## src/hdl/ue2u_pkg.sv

```systemverilog
package ue2u_pkg;

  localparam int unsigned BYTE_W          = 8;
  localparam int unsigned LEN_W           = 16;
  localparam int unsigned LENGTH_BITS_DEF = 16;
  localparam int unsigned HOLD_DEPTH      = 6;

  localparam logic [LEN_W-1:0]  CAP_RESET = 16'hFFFF;
  localparam logic [BYTE_W-1:0] CH_BSLASH = 8'h5C;
  localparam logic [BYTE_W-1:0] CH_LOW_U  = 8'h75;

  typedef enum logic [1:0] {
    ST_IDLE,
    ST_SCAN,
    ST_ENC
  } state_e;

  typedef enum logic [2:0] {
    CMD_NONE,
    CMD_LOAD,
    CMD_SKIP,
    CMD_LITERAL,
    CMD_ENCODE,
    CMD_ENC_EMIT
  } cmd_e;

  typedef struct packed {
    logic dropping;
    logic prefix_ok;
    logic full;
    logic last;
    logic single;
    logic enc_final;
    logic slot_free;
    logic overflow;
  } status_t;

  function automatic logic is_hex(input logic [BYTE_W-1:0] c);
    return (c inside {[8'h30:8'h39], [8'h41:8'h46], [8'h61:8'h66]});
  endfunction

  function automatic logic [3:0] hex_val(input logic [BYTE_W-1:0] c);
    logic [BYTE_W-1:0] v;
    if (c inside {[8'h30:8'h39]}) begin
      v = c - 8'h30;
    end else if (c inside {[8'h61:8'h66]}) begin
      v = c - 8'h57;
    end else begin
      v = c - 8'h37;
    end
    return v[3:0];
  endfunction

endpackage

```

## src/hdl/ue2u_in_if.sv

```systemverilog
interface ue2u_in_if import ue2u_pkg::*; ();
  logic              valid;
  logic              ready;
  logic [BYTE_W-1:0] in_byte;
  logic              is_last;

  modport source (output valid, output in_byte, output is_last, input ready);
  modport sink   (input valid, input in_byte, input is_last, output ready);
endinterface

```

## src/hdl/ue2u_out_if.sv

```systemverilog
interface ue2u_out_if import ue2u_pkg::*; ();
  logic              valid;
  logic              ready;
  logic [BYTE_W-1:0] out_byte;
  logic              byte_valid;
  logic              end_of_string;
  logic              overflow_error;
  logic [LEN_W-1:0]  out_length;

  modport source (output valid, output out_byte, output byte_valid, output end_of_string,
                  output overflow_error, output out_length, input ready);
  modport sink   (input valid, input out_byte, input byte_valid, input end_of_string,
                  input overflow_error, input out_length, output ready);
endinterface

```

## src/hdl/ue2u_cfg_if.sv

```systemverilog
interface ue2u_cfg_if import ue2u_pkg::*; ();
  logic             valid;
  logic             ready;
  logic [LEN_W-1:0] output_capacity;

  modport source (output valid, output output_capacity, input ready);
  modport sink   (input valid, input output_capacity, output ready);
endinterface

```

## src/hdl/ue2u_ctrl.sv

```systemverilog
module ue2u_ctrl import ue2u_pkg::*; (
  input  logic    clk_i,
  input  logic    rst_ni,
  input  logic    in_valid_i,
  output logic    in_ready_o,
  input  status_t status_i,
  output cmd_e    cmd_o
);

  state_e state_q, state_d;

  always_ff @(posedge clk_i or negedge rst_ni) begin
    if (!rst_ni) begin
      state_q <= ST_IDLE;
    end else begin
      state_q <= state_d;
    end
  end

  always_comb begin
    state_d    = state_q;
    cmd_o      = CMD_NONE;
    in_ready_o = 1'b0;
    case (state_q)
      ST_IDLE: begin
        in_ready_o = 1'b1;
        if (in_valid_i) begin
          if (status_i.dropping) begin
            cmd_o = CMD_SKIP;
          end else begin
            cmd_o   = CMD_LOAD;
            state_d = ST_SCAN;
          end
        end
      end
      ST_SCAN: begin
        if (status_i.prefix_ok && status_i.full) begin
          cmd_o   = CMD_ENCODE;
          state_d = ST_ENC;
        end else if (status_i.prefix_ok && !status_i.last) begin
          state_d = ST_IDLE;
        end else if (status_i.slot_free) begin
          cmd_o = CMD_LITERAL;
          if (status_i.overflow || status_i.single) begin
            state_d = ST_IDLE;
          end
        end
      end
      ST_ENC: begin
        if (status_i.slot_free) begin
          cmd_o = CMD_ENC_EMIT;
          if (status_i.overflow || status_i.enc_final) begin
            state_d = ST_IDLE;
          end
        end
      end
      default: begin
        state_d = ST_IDLE;
      end
    endcase
  end

endmodule

```

## src/hdl/ue2u_datapath.sv

```systemverilog
module ue2u_datapath import ue2u_pkg::*; #(
  parameter int unsigned LENGTH_BITS = LENGTH_BITS_DEF
) (
  input  logic              clk_i,
  input  logic              rst_ni,
  input  cmd_e              cmd_i,
  output status_t           status_o,
  input  logic [BYTE_W-1:0] in_byte_i,
  input  logic              is_last_i,
  ue2u_cfg_if.sink          cfg_i,
  ue2u_out_if.source        out_o
);

  localparam int unsigned CMP_W = (LENGTH_BITS > LEN_W) ? LENGTH_BITS : LEN_W;

  logic [BYTE_W-1:0]      hold_q [HOLD_DEPTH];
  logic [2:0]             cnt_q;
  logic                   last_q;
  logic                   dropping_q;
  logic [LENGTH_BITS-1:0] written_q;
  logic [LEN_W-1:0]       cap_q;
  logic [BYTE_W-1:0]      enc_q [3];
  logic [1:0]             enc_idx_q;
  logic [1:0]             enc_top_q;

  logic                   out_valid_q;
  logic [BYTE_W-1:0]      out_byte_q;
  logic                   byte_valid_q;
  logic                   eos_q;
  logic                   err_q;
  logic [LEN_W-1:0]       out_len_q;

  logic                   prefix_ok;
  logic                   overflow;
  logic                   slot_free;
  logic                   emit;
  logic                   end_data;
  logic [LENGTH_BITS-1:0] written_inc;
  logic [BYTE_W-1:0]      emit_byte;
  logic [15:0]            cp;
  logic [BYTE_W-1:0]      enc_d [3];
  logic [1:0]             enc_top_d;

  always_comb begin
    prefix_ok = 1'b1;
    for (int k = 0; k < HOLD_DEPTH; k++) begin
      if (k < int'(cnt_q)) begin
        if (k == 0) begin
          if (hold_q[k] != CH_BSLASH) prefix_ok = 1'b0;
        end else if (k == 1) begin
          if (hold_q[k] != CH_LOW_U) prefix_ok = 1'b0;
        end else if (!is_hex(hold_q[k])) begin
          prefix_ok = 1'b0;
        end
      end
    end
  end

  always_comb begin
    cp        = {hex_val(hold_q[2]), hex_val(hold_q[3]), hex_val(hold_q[4]), hex_val(hold_q[5])};
    enc_d[0]  = cp[7:0];
    enc_d[1]  = 8'h80 | {2'b00, cp[5:0]};
    enc_d[2]  = 8'h80 | {2'b00, cp[5:0]};
    enc_top_d = 2'd0;
    if (cp < 16'h0080) begin
      enc_top_d = 2'd0;
    end else if (cp < 16'h0800) begin
      enc_d[0]  = 8'hC0 | {3'b000, cp[10:6]};
      enc_top_d = 2'd1;
    end else begin
      enc_d[0]  = 8'hE0 | {4'b0000, cp[15:12]};
      enc_d[1]  = 8'h80 | {2'b00, cp[11:6]};
      enc_top_d = 2'd2;
    end
  end

  assign overflow    = CMP_W'(written_q) >= CMP_W'(cap_q);
  assign slot_free   = !out_valid_q || out_o.ready;
  assign emit        = (cmd_i == CMD_LITERAL) || (cmd_i == CMD_ENC_EMIT);
  assign written_inc = written_q + LENGTH_BITS'(1);
  assign emit_byte   = (cmd_i == CMD_LITERAL) ? hold_q[0] : enc_q[enc_idx_q];
  assign end_data    = last_q && ((cmd_i == CMD_LITERAL) ? (cnt_q == 3'd1)
                                                         : (enc_idx_q == enc_top_q));

  assign status_o.dropping  = dropping_q;
  assign status_o.prefix_ok = prefix_ok;
  assign status_o.full      = (cnt_q == 3'(HOLD_DEPTH));
  assign status_o.last      = last_q;
  assign status_o.single    = (cnt_q == 3'd1);
  assign status_o.enc_final = (enc_idx_q == enc_top_q);
  assign status_o.slot_free = slot_free;
  assign status_o.overflow  = overflow;

  // control state
  always_ff @(posedge clk_i or negedge rst_ni) begin
    if (!rst_ni) begin
      cnt_q       <= '0;
      written_q   <= '0;
      dropping_q  <= 1'b0;
      cap_q       <= CAP_RESET;
      out_valid_q <= 1'b0;
      enc_idx_q   <= '0;
    end else begin
      if (cfg_i.valid) begin
        cap_q <= cfg_i.output_capacity;
      end
      if (emit) begin
        out_valid_q <= 1'b1;
      end else if (out_o.ready) begin
        out_valid_q <= 1'b0;
      end
      case (cmd_i)
        CMD_LOAD: begin
          cnt_q <= cnt_q + 3'd1;
        end
        CMD_SKIP: begin
          if (is_last_i) dropping_q <= 1'b0;
        end
        CMD_ENCODE: begin
          cnt_q     <= '0;
          enc_idx_q <= '0;
        end
        CMD_LITERAL, CMD_ENC_EMIT: begin
          if (overflow) begin
            cnt_q      <= '0;
            written_q  <= '0;
            dropping_q <= !last_q;
          end else begin
            written_q <= end_data ? '0 : written_inc;
            if (cmd_i == CMD_LITERAL) begin
              cnt_q <= cnt_q - 3'd1;
            end else begin
              enc_idx_q <= enc_idx_q + 2'd1;
            end
          end
        end
        default: begin
        end
      endcase
    end
  end

  // payload
  always_ff @(posedge clk_i) begin
    case (cmd_i)
      CMD_LOAD: begin
        hold_q[cnt_q] <= in_byte_i;
        last_q        <= is_last_i;
      end
      CMD_ENCODE: begin
        enc_q     <= enc_d;
        enc_top_q <= enc_top_d;
      end
      CMD_LITERAL: begin
        for (int k = 0; k < HOLD_DEPTH - 1; k++) begin
          hold_q[k] <= hold_q[k+1];
        end
      end
      default: begin
      end
    endcase
    if (emit) begin
      if (overflow) begin
        out_byte_q   <= '0;
        byte_valid_q <= 1'b0;
        eos_q        <= 1'b1;
        err_q        <= 1'b1;
        out_len_q    <= LEN_W'(CMP_W'(written_q));
      end else begin
        out_byte_q   <= emit_byte;
        byte_valid_q <= 1'b1;
        eos_q        <= end_data;
        err_q        <= 1'b0;
        out_len_q    <= LEN_W'(CMP_W'(written_inc));
      end
    end
  end

  assign cfg_i.ready          = 1'b1;
  assign out_o.valid          = out_valid_q;
  assign out_o.out_byte       = out_byte_q;
  assign out_o.byte_valid     = byte_valid_q;
  assign out_o.end_of_string  = eos_q;
  assign out_o.overflow_error = err_q;
  assign out_o.out_length     = out_len_q;

endmodule

```

## src/hdl/unicode_escape_to_utf8.sv

```systemverilog
// channel  | modport | payload
// ---------+---------+----------------------------------------------------------------
// cfg_i    | sink    | output_capacity[15:0]
// in_i     | sink    | in_byte[7:0], is_last
// out_o    | source  | out_byte[7:0], byte_valid, end_of_string, overflow_error,
//          |         | out_length[15:0]
//
// A plain byte is accepted, then scanned and emitted. A held escape byte is accepted and scanned.
// A full escape is encoded, then emitted as UTF-8 bytes; each rescanned byte adds a scan.
// The scan loop emits at most one byte per cycle into a single output register and
// waits while that register is full and out_o.ready is low; no item is taken meanwhile.
// Reset: capacity 65535, nothing held, counters zero; no clearing pass.
module unicode_escape_to_utf8 import ue2u_pkg::*; #(
  parameter int unsigned LENGTH_BITS = LENGTH_BITS_DEF
) (
  input  logic       clk_i,
  input  logic       rst_ni,
  ue2u_cfg_if.sink   cfg_i,
  ue2u_in_if.sink    in_i,
  ue2u_out_if.source out_o
);

  cmd_e    cmd;
  status_t status;

  ue2u_ctrl u_ctrl (
    .clk_i      (clk_i),
    .rst_ni     (rst_ni),
    .in_valid_i (in_i.valid),
    .in_ready_o (in_i.ready),
    .status_i   (status),
    .cmd_o      (cmd)
  );

  ue2u_datapath #(
    .LENGTH_BITS (LENGTH_BITS)
  ) u_datapath (
    .clk_i     (clk_i),
    .rst_ni    (rst_ni),
    .cmd_i     (cmd),
    .status_o  (status),
    .in_byte_i (in_i.in_byte),
    .is_last_i (in_i.is_last),
    .cfg_i     (cfg_i),
    .out_o     (out_o)
  );

endmodule

```

## src/flat_wrapper.sv

```systemverilog
// flat-port wrapper written by rule: the top's interface ports become plain ports
module unicode_escape_to_utf8_flat import ue2u_pkg::*;
#(
  parameter int unsigned LENGTH_BITS = LENGTH_BITS_DEF
)
  (clk_i, rst_ni, cfg_i_valid, cfg_i_output_capacity, cfg_i_ready, in_i_valid, in_i_in_byte, in_i_is_last, in_i_ready, out_o_valid, out_o_out_byte, out_o_byte_valid, out_o_end_of_string, out_o_overflow_error, out_o_out_length, out_o_ready);
  ue2u_cfg_if cfg_i_i ();
  ue2u_in_if in_i_i ();
  ue2u_out_if out_o_i ();
  input  logic clk_i;
  input  logic rst_ni;
  input wire logic [$bits(cfg_i_i.valid)-1:0] cfg_i_valid;
  input wire logic [$bits(cfg_i_i.output_capacity)-1:0] cfg_i_output_capacity;
  output wire logic [$bits(cfg_i_i.ready)-1:0] cfg_i_ready;
  input wire logic [$bits(in_i_i.valid)-1:0] in_i_valid;
  input wire logic [$bits(in_i_i.in_byte)-1:0] in_i_in_byte;
  input wire logic [$bits(in_i_i.is_last)-1:0] in_i_is_last;
  output wire logic [$bits(in_i_i.ready)-1:0] in_i_ready;
  output wire logic [$bits(out_o_i.valid)-1:0] out_o_valid;
  output wire logic [$bits(out_o_i.out_byte)-1:0] out_o_out_byte;
  output wire logic [$bits(out_o_i.byte_valid)-1:0] out_o_byte_valid;
  output wire logic [$bits(out_o_i.end_of_string)-1:0] out_o_end_of_string;
  output wire logic [$bits(out_o_i.overflow_error)-1:0] out_o_overflow_error;
  output wire logic [$bits(out_o_i.out_length)-1:0] out_o_out_length;
  input wire logic [$bits(out_o_i.ready)-1:0] out_o_ready;
  assign cfg_i_i.valid = cfg_i_valid;
  assign cfg_i_i.output_capacity = cfg_i_output_capacity;
  assign cfg_i_ready = cfg_i_i.ready;
  assign in_i_i.valid = in_i_valid;
  assign in_i_i.in_byte = in_i_in_byte;
  assign in_i_i.is_last = in_i_is_last;
  assign in_i_ready = in_i_i.ready;
  assign out_o_valid = out_o_i.valid;
  assign out_o_out_byte = out_o_i.out_byte;
  assign out_o_byte_valid = out_o_i.byte_valid;
  assign out_o_end_of_string = out_o_i.end_of_string;
  assign out_o_overflow_error = out_o_i.overflow_error;
  assign out_o_out_length = out_o_i.out_length;
  assign out_o_i.ready = out_o_ready;
  unicode_escape_to_utf8 #(.LENGTH_BITS(LENGTH_BITS)) u_core (.clk_i(clk_i), .rst_ni(rst_ni), .cfg_i(cfg_i_i), .in_i(in_i_i), .out_o(out_o_i));
endmodule
```

## config.mk

```make
export PLATFORM = sky130hd
export DESIGN_NAME = unicode_escape_to_utf8_flat
export DESIGN_NICKNAME = d
export VERILOG_FILES = /design/src/hdl/ue2u_pkg.sv /design/src/hdl/ue2u_in_if.sv /design/src/hdl/ue2u_out_if.sv /design/src/hdl/ue2u_cfg_if.sv /design/src/hdl/ue2u_ctrl.sv /design/src/hdl/ue2u_datapath.sv /design/src/hdl/unicode_escape_to_utf8.sv /design/src/flat_wrapper.sv
export SDC_FILE = /design/constraint.sdc
export NUM_CORES = 1
export LEC_CHECK = 0
export BUFFER_PORTS_ARGS = -buffer_cell sky130_fd_sc_hd__buf_2
export CORE_ASPECT_RATIO = 0.75
export CORE_MARGIN = 4
export CORE_UTILIZATION = 50
export CTS_BUF_LIST = sky130_fd_sc_hd__clkbuf_4
export DETAILED_ROUTE_END_ITERATION = 10
export PLACE_DENSITY = 0.77
export SLEW_MARGIN = 20
export SYNTH_ARGS = -nofsm -noshare
export SYNTH_HDL_FRONTEND = slang
export SYNTH_SLANG_ARGS = --single-unit
```

## constraint.sdc

```tcl
create_clock -name clk_i -period 3.9 [get_ports clk_i]
set_input_delay 0.78 -clock clk_i [delete_from_list [all_inputs] [get_ports clk_i]]
set_output_delay 0.78 -clock clk_i [all_outputs]
set_load 0.02 [all_outputs]
```

Yosys cells after proc, flatten, opt, wreduce, memory -nomap -nowiden
Memories as Yosys holds them, arrays and structs flattened.
Index checks and enable logic that the tools add are counted.

operators by class
  add/sub/neg operators = 16
  $lt $le $gt $ge = 34
  equal/unequal tests = 23
  multiplexer cells = 69
  bitwise operators = 1
  reduce and logical (&&, ||, !) cells = 36

operator list
  cell                                                                     number
  8-bit by 7-bit >= comparator with 1-bit output (second input constant)   8
  8-bit by 7-bit <= comparator with 1-bit output (second input constant)   8
  16-bit two-way mux                                                       4
  8-bit by 6-bit >= comparator with 1-bit output (second input constant)   4
  8-bit by 6-bit <= comparator with 1-bit output (second input constant)   4
  4-bit two-way mux                                                        8
  8-bit two-way mux                                                        4
  4-bit by 3-bit subtractor with 4-bit output (second input constant)      8
  2-bit two-way mux                                                        15
  1-bit two-way mux                                                        25
  3-bit one-hot mux with 3 select lines                                    2
  16-bit by 1-bit adder with 16-bit output (second input constant)         1
  8-bit binary-select mux with 2-bit select                                1
  16-bit >= comparator                                                     1
  16-bit by 12-bit < comparator with 1-bit output (second input constant)  1
  16-bit by 8-bit < comparator with 1-bit output (second input constant)   1
  2-bit != test (second input constant)                                    8
  8-bit by 7-bit != test with 1-bit output (second input constant)         2
  4-bit by 1-bit subtractor with 4-bit output (second input constant)      4
  1-bit logical AND                                                        15
  3-bit two-way mux                                                        5
  3-bit nonzero test                                                       5
  6-bit two-way mux                                                        2
  3-bit equality test (second input constant)                              3
  other kinds (27)                                                         40

storage, ports and cells
  bits in registers = 93
  memory bits (writable) = 48
  output and inout port bits = 30
  memories kept = 1

memory list
  name                      words  width  read ports  clocked after memory_dff  wr ports  line                 RTL
  u_core.u_datapath.hold_q  6      8      6           0                         5         ue2u_datapath.sv:16  logic [BYTE_W-1:0] hold_q [HOLD_DEPTH];

Longest topological paths before layout
An unclocked memory read counts as a cell.

  depth after elaboration = 23
  gate-level depth with buffers = 12

Modules after synthesis
From an unflattened synthesis, not the netlist that was laid out.

second synthesis, totals
  cells, all modules = 711
  area total of the unflattened synthesis = 7696.1 µm²

modules (own cells, without submodules)
  module         instances  cells an instance  area each (µm²)  sequential area each (µm²)
  ue2u_datapath  1          692                7536.0           3938.8
  ue2u_ctrl      1          19                 160.2            50.0

Worst setup path before layout
No wires, ideal clock.

  path kind = register to register
  start point = memory u_core.u_datapath.hold_q[2][1]
  end point = memory u_core.u_datapath.hold_q[0][0], enable pin
  library setup time = 0.326 ns
  arrival = 2.713 ns
  data required time = 3.574 ns
  setup slack = 0.862 ns
  stages on the path, launching flop included = 11
  cells stage by stage = edfxtp_1 -> inv_1 -> ha_1 -> or3b_2 -> a311oi_1 -> a21oi_1 -> nor2b_1 -> a41oi_1 -> buf_2 -> buf_2 -> a21o_1

RTL lines
  what             line
  start, declared  ue2u_datapath.sv:16

==> run summary <==
After clock tree synthesis, the repair step resized 0 gates. The tools report the clock latency on the worst-skew pair as 0.55 ns. Summed over all nets, the switching power comes to 0.00262 W. The logs give 17 for the TritonCTS buffer count and 0 for the final antenna-violating net count.

The run gives 0 as the setup violation total in the final timing report. Among all flip-flop cells after synthesis, the most frequent one is edfxtp_1. STA classifies the critical path startpoint as a flop. In this run the horizontal extent of the chip is 151 um.

Number of antenna violations at the first check in global routing: 0. The overall die height was 115 um. The floorplan has 38 rows. Of all nets on the critical path, the largest fanout is 14. Relative max-transition margin: 0.401. The tools report the final number of hold-violating endpoints as 0.

Summed over all layers, the global routing overflow is 0. The number of vias in the routed layout is 5696. After detailed routing, the average wire length per cell comes to 19.4 um. After technology mapping, the gate count stands at 690. For this run, design rule violations remaining after detail routing come to 0. The actual slew at the worst max-slew pin was 0.898 ns. The part of the power in the clock network was 0.159. Summed over all instances, the cell type with the most area after synthesis is edfxtp_1. The via count of the first global-routing pass was 5318; the diode insertion count for antenna repair was 0. The overall fraction of global-route tracks in use was 0.220. For this design the ratio of total power to cell area is 748 nW/um2. CTS built an H-tree with a depth of 4. Setup repair after global routing left no endpoint under its margin.

In this run the count of I/O pins placed on the die edge is 60. The global-route wire length before repair was 29400 um; the combinational share of power was 0.403. Sequential cell area fraction in the yosys report: 0.522.

The cell at the root of the clock tree was clkbuf_4. The top cell types in the final layout, fill and taps aside, are edfxtp_1 (98), nand2_1 (75), buf_2 (58). A synthesized cell averages 11.1 um2. The number of fillers in the final layout is 1252. The share of final-layout standard cells stronger than drive strength 1 was 0.189. The weighted congestion at the end of routability-driven global placement was 0.900; the total iterations of the first detailed-routing run was 6. Summed over all cells, the static leakage comes to 3.60 nW. The yosys synthesis warning count came out at 0. The share of async-settable or async-resettable flops after synthesis was 0.295. The run finished with clean final reports.

The library cell used most frequently in the layout, excluding fill and tap cells, is edfxtp_1. The pin count of the biggest net entering global routing is 61. The total negative setup slack is 0 ns, and the area of the multi-input gates is 3350 um2. The number of sinks driven by the clock tree was 139.

The fraction of the cycle the final worst path needs is 0.897. The tools report the arrival time at the worst endpoint as 3.98 ns. The worst setup path is captured at a flop.

The worst hold path belongs to the class input port to async pin. The starting density of the core was 0.519; the number of distinct standard cells referenced by the synthesized netlist was 81. During placement, the flow inserted port buffers numbering 58. After clock tree synthesis, the clock-pin slew on the worst setup and hold paths is 0.14 ns. For this design, the CTS-stage hold fixing added 0 buffers. Counting every net in the synthesized netlist gives 757. The floorplan step defined a die boundary enclosing 17400 um2. The final period demand of the worst path works out to 3.50 ns. The run gives 0.438 as the share of total power in sequential cells. The tools report the tightest hold margin as 0.331 ns. In the routed layout, each cell is associated on average with a via count of 5.95. TritonCTS built the clock tree.

The maximum operating frequency came out at 286 MHz. The worst-case IR drop observed on VDD is 0.413 mV. The proportion of netlist area held by the largest area contributor was 0.385. For the final database, setup skew stands at 0.0275 ns. Internal power summed over all cells: 0.00367 W. The synthesized design contains 139 register bits.

The final layout contains 811 nets. The run gives 2 as the maximum buffer depth of the clock tree. The synthesized design contains 98 enable-type register cells. The share of total power consumed by net switching is 0.417.

The max-slew violation total from the final report was 0. For the netlist area before placement, the log shows 7650 um2. The sequential standard cell area is 3990 um2, and the area of the core region is 14700 um2.

Detailed placement ended at an HPWL of 13800 um. Max-cap violations in this run came to 0. For the data required time of the worst path, the log shows 4.38 ns. The final wirelength was 18600 um; the synthesis-to-finish area growth was 9.90%. The worst setup path is of the flop to flop kind. In this run the post-CTS setup repair buffer count came out at 0. By area the synthesized netlist is led by edfxtp_1 (38%), dfrtp_1 (8.2%), ha_1 (6.1%), dfstp_2 (5.5%), a21o_1 (4.0%).

The final core utilization is 0.570. For the DRC violation total after the first TritonRoute iteration, the log shows 794.
-- routing by layer --
| layer | wire (um) | GRT usage |
|---|---|---|
| met4 | 220 | 0.0580 |
| met1 | 8660 | 0.351 |
| met2 | 7570 | 0.291 |
| met3 | 2160 | 0.0615 |
| met5 | 0 | 0 |
-- worst paths after layout --
path                                                     startpoint                                     endpoint  slack [ns]  cells past startpoint
min in group clk_i                                  in_i_in_byte[4]     u_core.u_datapath.hold_q[5][4]$_DFFE_PP_        0.42                      1
max                        u_core.u_datapath.hold_q[2][0]$_DFFE_PP_   u_core.u_datapath.written_q[0]$_DFFE_PN0P_        0.40                      9
min reg2reg                  u_core.u_datapath.cap_q[8]$_DFFE_PN1P_       u_core.u_datapath.cap_q[8]$_DFFE_PN1P_        0.52                      2
max in group asynchronous                                    rst_ni  u_core.u_datapath.written_q[15]$_DFFE_PN0P_        2.99                      1
max reg2reg                u_core.u_datapath.hold_q[2][0]$_DFFE_PP_   u_core.u_datapath.written_q[0]$_DFFE_PN0P_        0.40                      9
min                                                          rst_ni   u_core.u_datapath.written_q[6]$_DFFE_PN0P_        0.33                      1
-- cells by family after synthesis --
family / share of synthesized area
simple gates: 0.144
compound gates: 0.167
flops: 0.522
buf+inv: 0.0435
fa+ha+maj: 0.0605
xor+xnor: 0.0344
mux: 0.0293
other cells: 0.000490
-- stage by stage --
stage | cell area, um2 | std cells | power (W) | setup WS (ns)
after global routing | 8410 | 957 | 0.00665 | 0.185
after floorplan | 7650 | 690 | 0.00443 | 0.862
final | 8410 | 957 | 0.00629 | 0.401
after global placement | 8110 | 925 | 0.00513 | 0.706
after CTS | 8410 | 957 | 0.00625 | 0.458
after detailed placement | 8110 | 925 | 0.00525 | 0.518
-- Yosys cell counts (5+ instances only) --
master,number
nand4_1,8
clkbuf_1,13
edfxtp_1,98
nor2b_1,19
a31oi_1,6
mux2i_1,19
dfrtp_1,25
dfstp_2,16
nand3_1,12
nor3b_1,5
ha_1,37
a21o_1,41
o21ai_0,38
xor2_1,5
xnor2_1,25
nor2_1,30
buf_2,8
o31ai_1,15
inv_1,41
a22o_1,10
nor3_1,13
a31o_2,5
nand2_1,75
a21oi_1,20
and3_1,6
-- registers in the layout, summed over array words and instances (netlist names) --
name / count
u_core.u_ctrl.state_q: 2
u_core.u_datapath.cap_q: 16
u_core.u_datapath.cnt_q: 3
u_core.u_datapath.dropping_q: 1
u_core.u_datapath.enc_idx_q: 2
u_core.u_datapath.enc_q: 20
u_core.u_datapath.enc_top_q: 2
u_core.u_datapath.hold_q: 48
u_core.u_datapath.last_q: 1
u_core.u_datapath.out_o.byte_valid: 1
u_core.u_datapath.out_o.end_of_string: 1
u_core.u_datapath.out_o.out_byte: 8
u_core.u_datapath.out_o.out_length: 16
u_core.u_datapath.out_o.overflow_error: 1
u_core.u_datapath.out_o.valid: 1
u_core.u_datapath.written_q: 16
-- critical path: stages (launching register included) --
cell and delay (ns):
edfxtp_1 0.54, inv_1 0.17, ha_1 0.19, or3b_2 0.46
a311oi_1 0.26, a21oi_1 0.11, nor2b_1 0.22, and4_1 0.43
nor3_2 0.75, mux2_2 0.30
-- cell type report --
class                           count  area share
Timing Repair Buffer               66      0.0432
Tap cell                          200      0.0298
Sequential cell                   139       0.475
Inverter                           42      0.0191
Clock buffer                       17      0.0152
Multi-Input combinational cell    478       0.398
Clock inverter                     15      0.0202
-- power by group through the flow --
stage | Combinational, W | Clock (W) | Sequential, W
after floorplan | 0.00175 | 0 | 0.00269
after global placement | 0.00240 | 0 | 0.00273
final | 0.00253 | 0.000999 | 0.00275
after CTS | 0.00251 | 0.00101 | 0.00273
after global routing | 0.00277 | 0.00108 | 0.00280
after detailed placement | 0.00249 | 0 | 0.00276
Note: power is estimated with default switching activity, not from simulation.
